File: src/hdl/pcpf_pkg.sv
// ----------------------------------------------------------------------------
// pcpf_pkg
// Types and codes shared by the point cluster proximity filter modules.
// ----------------------------------------------------------------------------
package pcpf_pkg;

  // action codes
  localparam logic [1:0] ACT_BEGIN  = 2'd0;
  localparam logic [1:0] ACT_APPEND = 2'd1;
  localparam logic [1:0] ACT_TEST   = 2'd2;

  // result status codes
  localparam logic [1:0] ST_KEPT     = 2'd0;
  localparam logic [1:0] ST_REMOVED  = 2'd1;
  localparam logic [1:0] ST_ACCEPTED = 2'd2;
  localparam logic [1:0] ST_DROPPED  = 2'd3;

  localparam logic [15:0] LIMIT_RESET = 16'd128;

  typedef struct packed {
    logic [1:0]         action;
    logic [4:0]         slot;
    logic signed [15:0] x;
    logic signed [15:0] y;
    logic signed [15:0] z;
  } req_t;

  typedef struct packed {
    logic [1:0]         status;
    logic signed [15:0] out_x;
    logic signed [15:0] out_y;
    logic signed [15:0] out_z;
  } rsp_t;

  // controller -> datapath
  typedef struct packed {
    logic       take;        // capture request
    logic       cnt_rd;      // read cluster count
    logic       cnt_walk;    // count read address from walk counter
    logic       cnt_wr;      // write cluster count of request's cluster
    logic       cnt_clr;     // written count is zero
    logic       store_wr;    // append point to store
    logic       walk_init;   // restart cluster walk, clear hit
    logic       clu_next;    // advance to next cluster
    logic       pt_start;    // restart point index
    logic       pt_rd;       // issue one store read
    logic       set_status;
    logic [1:0] status;
    logic       res_push;    // load output register
  } cmd_t;

  // datapath -> controller
  typedef struct packed {
    logic [1:0] action;
    logic       cid_ok;
    logic       room;
    logic       cnt_zero;
    logic       pt_last;
    logic       clu_last;
    logic       busy;
    logic       hit;
    logic       out_free;
  } sts_t;

endpackage

File: src/hdl/pcpf_ctrl.sv
// ----------------------------------------------------------------------------
// pcpf_ctrl
// Sequencer: decodes a request, runs loads and the store walk of a test.
// ----------------------------------------------------------------------------
module pcpf_ctrl (
  input  logic            clk,
  input  logic            rst,
  input  logic            req_valid,
  output logic            req_stall,
  input  pcpf_pkg::sts_t  sts,
  output pcpf_pkg::cmd_t  cmd
);

  localparam logic [3:0] S_IDLE       = 4'd0;
  localparam logic [3:0] S_DECODE     = 4'd1;
  localparam logic [3:0] S_LOAD_WR    = 4'd2;
  localparam logic [3:0] S_TEST_CNT   = 4'd3;
  localparam logic [3:0] S_TEST_CHK   = 4'd4;
  localparam logic [3:0] S_TEST_WALK  = 4'd5;
  localparam logic [3:0] S_TEST_DRAIN = 4'd6;
  localparam logic [3:0] S_DONE       = 4'd7;

  logic [3:0] state;
  logic [3:0] state_next;

  assign req_stall = (state != S_IDLE);

  always_comb begin
    cmd        = '0;
    state_next = state;
    unique case (state)
      S_IDLE: begin
        if (req_valid) begin
          cmd.take   = 1'b1;
          state_next = S_DECODE;
        end
      end
      S_DECODE: begin
        unique case (sts.action)
          pcpf_pkg::ACT_BEGIN: begin
            cmd.set_status = 1'b1;
            if (sts.cid_ok) begin
              cmd.cnt_wr  = 1'b1;
              cmd.cnt_clr = 1'b1;
              cmd.status  = pcpf_pkg::ST_ACCEPTED;
            end else begin
              cmd.status  = pcpf_pkg::ST_DROPPED;
            end
            state_next = S_DONE;
          end
          pcpf_pkg::ACT_APPEND: begin
            if (sts.cid_ok) begin
              cmd.cnt_rd = 1'b1;
              state_next = S_LOAD_WR;
            end else begin
              cmd.set_status = 1'b1;
              cmd.status     = pcpf_pkg::ST_DROPPED;
              state_next     = S_DONE;
            end
          end
          pcpf_pkg::ACT_TEST: begin
            cmd.walk_init = 1'b1;
            state_next    = S_TEST_CNT;
          end
          default: begin
            cmd.set_status = 1'b1;
            cmd.status     = pcpf_pkg::ST_DROPPED;
            state_next     = S_DONE;
          end
        endcase
      end
      S_LOAD_WR: begin
        cmd.set_status = 1'b1;
        if (sts.room) begin
          cmd.store_wr = 1'b1;
          cmd.cnt_wr   = 1'b1;
          cmd.status   = pcpf_pkg::ST_ACCEPTED;
        end else begin
          cmd.status   = pcpf_pkg::ST_DROPPED;
        end
        state_next = S_DONE;
      end
      S_TEST_CNT: begin
        cmd.cnt_rd   = 1'b1;
        cmd.cnt_walk = 1'b1;
        state_next   = S_TEST_CHK;
      end
      S_TEST_CHK: begin
        if (!sts.cnt_zero) begin
          cmd.pt_start = 1'b1;
          state_next   = S_TEST_WALK;
        end else if (sts.clu_last) begin
          state_next   = S_TEST_DRAIN;
        end else begin
          cmd.clu_next = 1'b1;
          state_next   = S_TEST_CNT;
        end
      end
      S_TEST_WALK: begin
        cmd.pt_rd = 1'b1;
        if (sts.pt_last) begin
          if (sts.clu_last) begin
            state_next   = S_TEST_DRAIN;
          end else begin
            cmd.clu_next = 1'b1;
            state_next   = S_TEST_CNT;
          end
        end
      end
      S_TEST_DRAIN: begin
        // wait for the distance pipeline to empty
        if (!sts.busy) begin
          cmd.set_status = 1'b1;
          cmd.status     = sts.hit ? pcpf_pkg::ST_REMOVED : pcpf_pkg::ST_KEPT;
          state_next     = S_DONE;
        end
      end
      S_DONE: begin
        if (sts.out_free) begin
          cmd.res_push = 1'b1;
          state_next   = S_IDLE;
        end
      end
      default: begin
        state_next = S_IDLE;
      end
    endcase
  end

  always_ff @(posedge clk) begin
    if (rst) begin
      state <= S_IDLE;
    end else begin
      state <= state_next;
    end
  end

endmodule

File: config.mk
export PLATFORM = sky130hd
export DESIGN_NAME = pcpf_ctrl
export DESIGN_NICKNAME = d
export VERILOG_FILES = /design/src/hdl/pcpf_pkg.sv /design/src/hdl/pcpf_ctrl.sv
export SDC_FILE = /design/constraint.sdc
export NUM_CORES = 1
export LEC_CHECK = 0
export ABC_AREA = 1
export BUFFER_PORTS_ARGS = -buffer_cell sky130_fd_sc_hd__buf_2
export CAP_MARGIN = 20
export CELL_PAD_IN_SITES_DETAIL_PLACEMENT = 0
export CELL_PAD_IN_SITES_GLOBAL_PLACEMENT = 1
export CORE_MARGIN = 10
export CORE_UTILIZATION = 34
export CTS_BUF_LIST = sky130_fd_sc_hd__clkbuf_4
export DETAILED_ROUTE_END_ITERATION = 8
export PLACE_DENSITY_LB_ADDON = 0.08
export SYNTH_ARGS = -nofsm -noshare
export SYNTH_HDL_FRONTEND = slang
export SYNTH_SLANG_ARGS = --single-unit
File: constraint.sdc
create_clock -name clk -period 2 [get_ports clk]
set_input_delay 0 -clock clk [delete_from_list [all_inputs] [get_ports clk]]
set_output_delay 0 -clock clk [all_outputs]
set_load 0.01 [all_outputs]
# ---- Word level (Yosys, flattened, before mapping)
# Index checks and enable logic that the tools add are counted.
dict set report word_totals {
  ramBits 0
  regBits 4
  mem_count 0
  word_cells 57
  latchBits 0
  romBits 0
  output_inout_bits 15
  in_bits 13
}
dict set report classes {
  reduce_logical 4
  addsub 0
  div 0
  eq_ne 13
  muxes 39
  bitwise_logic 0
  shift 0
  order_cmp 0
  multipliers 0
}
# op n
set op_table {}
lappend op_table {{case mux 4 bit (8 select lines)} 1}
lappend op_table {{2-to-1 mux 1 bit} 21}
lappend op_table {{2-to-1 mux 4 bit} 5}
lappend op_table {{case mux 3 bit (3 select lines)} 2}
lappend op_table {{== test 4 x 3 -> 1 bit, second input constant} 4}
lappend op_table {{2-to-1 mux 3 bit} 4}
lappend op_table {{== test 4 x 2 -> 1 bit, second input constant} 2}
lappend op_table {{!= test 2 bit, second input constant} 4}
lappend op_table {{case mux 4 bit (2 select lines)} 1}
lappend op_table {{case mux 1 bit (2 select lines)} 3}
lappend op_table {{== test 4 x 1 -> 1 bit, second input constant} 1}
lappend op_table {{logical NOT 4 bit} 1}
lappend op_table {{2-to-1 mux 2 bit} 2}
lappend op_table {{AND reduction 4 bit} 1}
lappend op_table {{nonzero test 4 bit} 1}
lappend op_table {{== test 2 x 1 -> 1 bit, second input constant} 1}
lappend op_table {{== test 2 bit, second input constant} 1}
lappend op_table {{logical NOT 2 bit} 1}

# ---- Logic depth before layout (Yosys ltp)
dict set report depth {
  word_depth 3
  mapped_depth 9
  mapped_depth_nobuf 9
}

# ---- Least setup slack after synthesis
# No wires, ideal clock.
dict set report synth_timing {
  path_type {register to output}
  from {reg state[1]}
  to {out cmd[12] in the netlist's numbering}
  arrival_time_ns 1.042
  path_stages_with_launch 5
  setup_slack_ns 0.958
  required_time_ns 2.000
  path_buffers 1
  cell_sequence {dfxtp_1 > buf_6 > inv_6 > nor3_1 > a31o_2}
}
# item line_no
set synth_lines {}
lappend synth_lines {{from (decl)} pcpf_ctrl.sv:23} ;# logic [3:0] state;
lappend synth_lines {{from (signal assigned)} pcpf_ctrl.sv:134} ;# state <= state_next;
lappend synth_lines {{to (decl)} pcpf_ctrl.sv:11} ;# output pcpf_pkg::cmd_t cmd

==> results.sh <==
export IMPL_drt_iter0_markers=10
export IMPL_critical_path_class="reg -> out"
export IMPL_critPathArrivalTime_ns=1.53
export IMPL_die_w_um=62.29
export IMPL_die_y_um=62.29
export IMPL_setup_viol=0
export IMPL_grt_max_degree=12
export IMPL_critPathBufInv=2
export IMPL_crit_family="flip-flops"
export IMPL_coreArea_um2=1708
export IMPL_critPathSlowestCell="dfxtp_1"
export IMPL_worst_pin_slew_ns=0.5333
export IMPL_synth_xor_area_share_pct=0
export IMPL_htreeDepth=1
export IMPL_synth_area_um2=608.1
export IMPL_min_period_ns=1.529
export IMPL_vias_per_cell=4.541
export IMPL_synthAdderAreaFrac_pct=10.29
export IMPL_post_dp_hpwl_um=1367
export IMPL_clkLatencyLatePin_ns=0.23
export IMPL_synth_compound_area_share_pct=11.73
export IMPL_first_global_vias=647
export IMPL_place_congestion=0.7784
export IMPL_finalHoldViolCount=0
export IMPL_clk_path_buf_depth=2
export IMPL_synth_top_family_by_area="simple AND/OR/NAND/NOR gates"
export IMPL_synth_warnings=0
export IMPL_areaGrowthSynthToFinish_pct=29.63
export IMPL_critPathMaxFanout=8
export IMPL_worst_setup_path_end_kind="output pin"
export IMPL_synth_top_cell_area_share_pct=11.73
export IMPL_cp_required_ns=2.00
export IMPL_p_leak_nw=0.4799
export IMPL_vias=672
export IMPL_grt_busiest_layer="met2"
export IMPL_num_rows=15
export IMPL_ir_worst_vdd_v=0.0004342
export IMPL_dieArea_um2=3880
export IMPL_gr_usage_all_layers_pct=8.068
export IMPL_synthTopCellsByArea="nand2_1 (12%), ha_1 (10%), dfxtp_1 (9.9%), inv_1 (9.9%), nor2_1 (5.6%)"
export IMPL_r2r_end="state[0]$_SDFFE_PP0P_"
export IMPL_drtPass1Iterations=4
export IMPL_async_flop_share_pct=0
export IMPL_synth_seq_cells=3
export IMPL_outcome="complete, no violations"
export IMPL_setup_tns_ns=0
export IMPL_fmaxAchievable_mhz=654.1
export IMPL_antenna_left=0
export IMPL_cts_sinks=3
export IMPL_wl_per_cell_um=10.53
export IMPL_drv_slew=0
export IMPL_insertedDiodeCount=0
export IMPL_reg2reg_depth=6
export IMPL_drv_cap=0
export IMPL_place_ws_ns=0.6955
export IMPL_r2r_start="state[0]$_SDFFE_PP0P_"
export IMPL_skew_ns=0.001309
export IMPL_post_synth_top_area_cell="nand2_1"
export IMPL_hold_class="in -> reg"
export IMPL_numCtsBuffers=3
export IMPL_synth_edf_count=0
export IMPL_ios=28
export IMPL_min_delay_start="sts[4]"
export IMPL_grtUsageMet2_pct=14.10
export IMPL_synth_distinct_cells=25
export IMPL_hold_path_endpoint="state[0]$_SDFFE_PP0P_"
export IMPL_synth_simple_area_share_pct=50.21
export IMPL_avgSynthCellArea_um2=6.539
export IMPL_post_route_period_util_pct=76.44
export IMPL_synth_common_cells="nand2_1 (19), inv_1 (16), nor2_1 (9)"
export IMPL_worstPathCellList="inv_6 -> nor2_1 -> nand2_1 -> o221ai_1 -> buf_2"
export IMPL_syn_num_nets=111
export IMPL_crit_path_start_kind="flop"
export IMPL_port_buffers=27
export IMPL_met3_usage_pct=2.509
export IMPL_yosysMostFrequentCell="nand2_1"
export IMPL_rrSetupSlack_ns=0.70
export IMPL_yosysSeqAreaShare_pct=9.877
export IMPL_drc=0
export IMPL_synth_cells=93
export IMPL_cpPeakStageDelay_ns=0.61
export IMPL_largest_register_ffs=3
export IMPL_cp_depth=5
export IMPL_ctsResizeCount=0
export IMPL_routed_wl_um=1559
export IMPL_floorplan_initialDensity_pct=35.60
export IMPL_synth_mux_area_share_pct=0
export IMPL_whs_path_depth=6
export IMPL_gr_total_overflow=0
export IMPL_largest_register="state"
export IMPL_power_density_nw_per_um2=1159
export IMPL_slew_headroom_pct=64.40
export IMPL_grt_pass1_wl_um=2697
export IMPL_rsz0062_at_grt="no"
export IMPL_cts_clk_slew_worst_paths_ns=0.04
export IMPL_final_nets=142
export IMPL_synth_ff_type="dfxtp_1"
export IMPL_global_route_usage_met1_pct=8.434
export IMPL_antenna_found_initial=0
export IMPL_cts_tree="built"
export IMPL_setup_ws_ns=0.4713
export IMPL_drive_gt1_share_pct=39.84
export IMPL_clockRootBuffer="clkbuf_4"
export IMPL_top_regs="state: 3 flops"
export IMPL_p_total_mw=0.9139
worst reg2reg max path, stage by stage (launching register included):
cell and delay (ns):
dfxtp_1 0.64, nand2_4 0.13, nor2_8 0.14, nand2_1 0.07, nand3_1 0.08, nand2_1 0.06, a21oi_1 0.11
where the power goes:
group	switching, mW	internal, mW	total (mW)
Clock	0.0274	0.0880	0.115
Combinational	0.391	0.245	0.636
Sequential	0.0748	0.0880	0.163
Total	0.493	0.421	0.914
worst max-delay path by stage:
stage                                      from                    end  slack (ns)
final                     state[1]$_SDFFE_PP0P_                 cmd[1]        0.47
after global routing      state[1]$_SDFFE_PP0P_                 cmd[1]        0.34
after floorplan           state[1]$_SDFFE_PP0P_                cmd[12]        0.96
after global placement    state[0]$_SDFFE_PP0P_  state[0]$_SDFFE_PP0P_        0.70
after CTS                 state[1]$_SDFFE_PP0P_                 cmd[1]        0.45
after detailed placement  state[1]$_SDFFE_PP0P_                 cmd[1]        0.70
routing by layer:
layer | vias to the layer above | wire length [µm]
met5 | - | 0
met4 | 0 | 0
met3 | 0 | 77
met2 | 14 | 814
met1 | 299 | 668
li1 | 359 | -
metrics by stage:
stage	instance area (µm²)	std cells	utilization, %	hold slack, ns
global placement	748.2	143	43.81	0.1890
CTS	788.3	148	46.15	0.2147
detailed placement	748.2	143	43.81	0.1899
floorplan	608.1	93	-	0.05069
global route	788.3	148	46.15	0.2529
finish	788.3	148	46.15	0.2147
what timing repair did:
action                    in CTS  in global routing
hold buffers                   1                  0
setup buffers                  0                  0
hold endpoints to repair       2                  0
final cells by class:
type,instances,area [µm²]
inverter,18,75.07
sequential,3,60.06
clock buffer,4,30.03
tap,25,31.28
multi-input combinational,69,439.2
timing repair buffer,29,152.6
fill,190,919.6
cell usage in the layout (no fill, tap or decap):
| cell | n |
|---|---|
| nor2_8 | 1 |
| clkbuf_4 | 4 |
| nor3_1 | 3 |
| o22ai_1 | 1 |
| nor4_1 | 1 |
| a21oi_1 | 2 |
| nand3b_1 | 1 |
| inv_6 | 1 |
| inv_1 | 16 |
| nor2_1 | 9 |
| nand3_1 | 5 |
| nand3_2 | 2 |
| dfxtp_1 | 3 |
| nand4_2 | 2 |
| a31o_2 | 1 |
| nand2_4 | 2 |
| nor2_2 | 1 |
| o221ai_1 | 1 |
| o211ai_1 | 1 |
| o21ai_0 | 6 |
| ha_1 | 5 |
| inv_4 | 1 |
| nand2_1 | 19 |
| nor2_4 | 3 |
| buf_4 | 1 |
| dlygate4sd3_1 | 1 |
| nand2_2 | 3 |
| buf_2 | 27 |
cells by family (layout without fill, tap and decap cells):
logic type	Yosys count	count (layout)
simple gates	52	52
buf+inv	21	51
compound gates	12	12
fa+ha+maj	5	5
flops	3	3
Power figures use the tool's default switching activity.
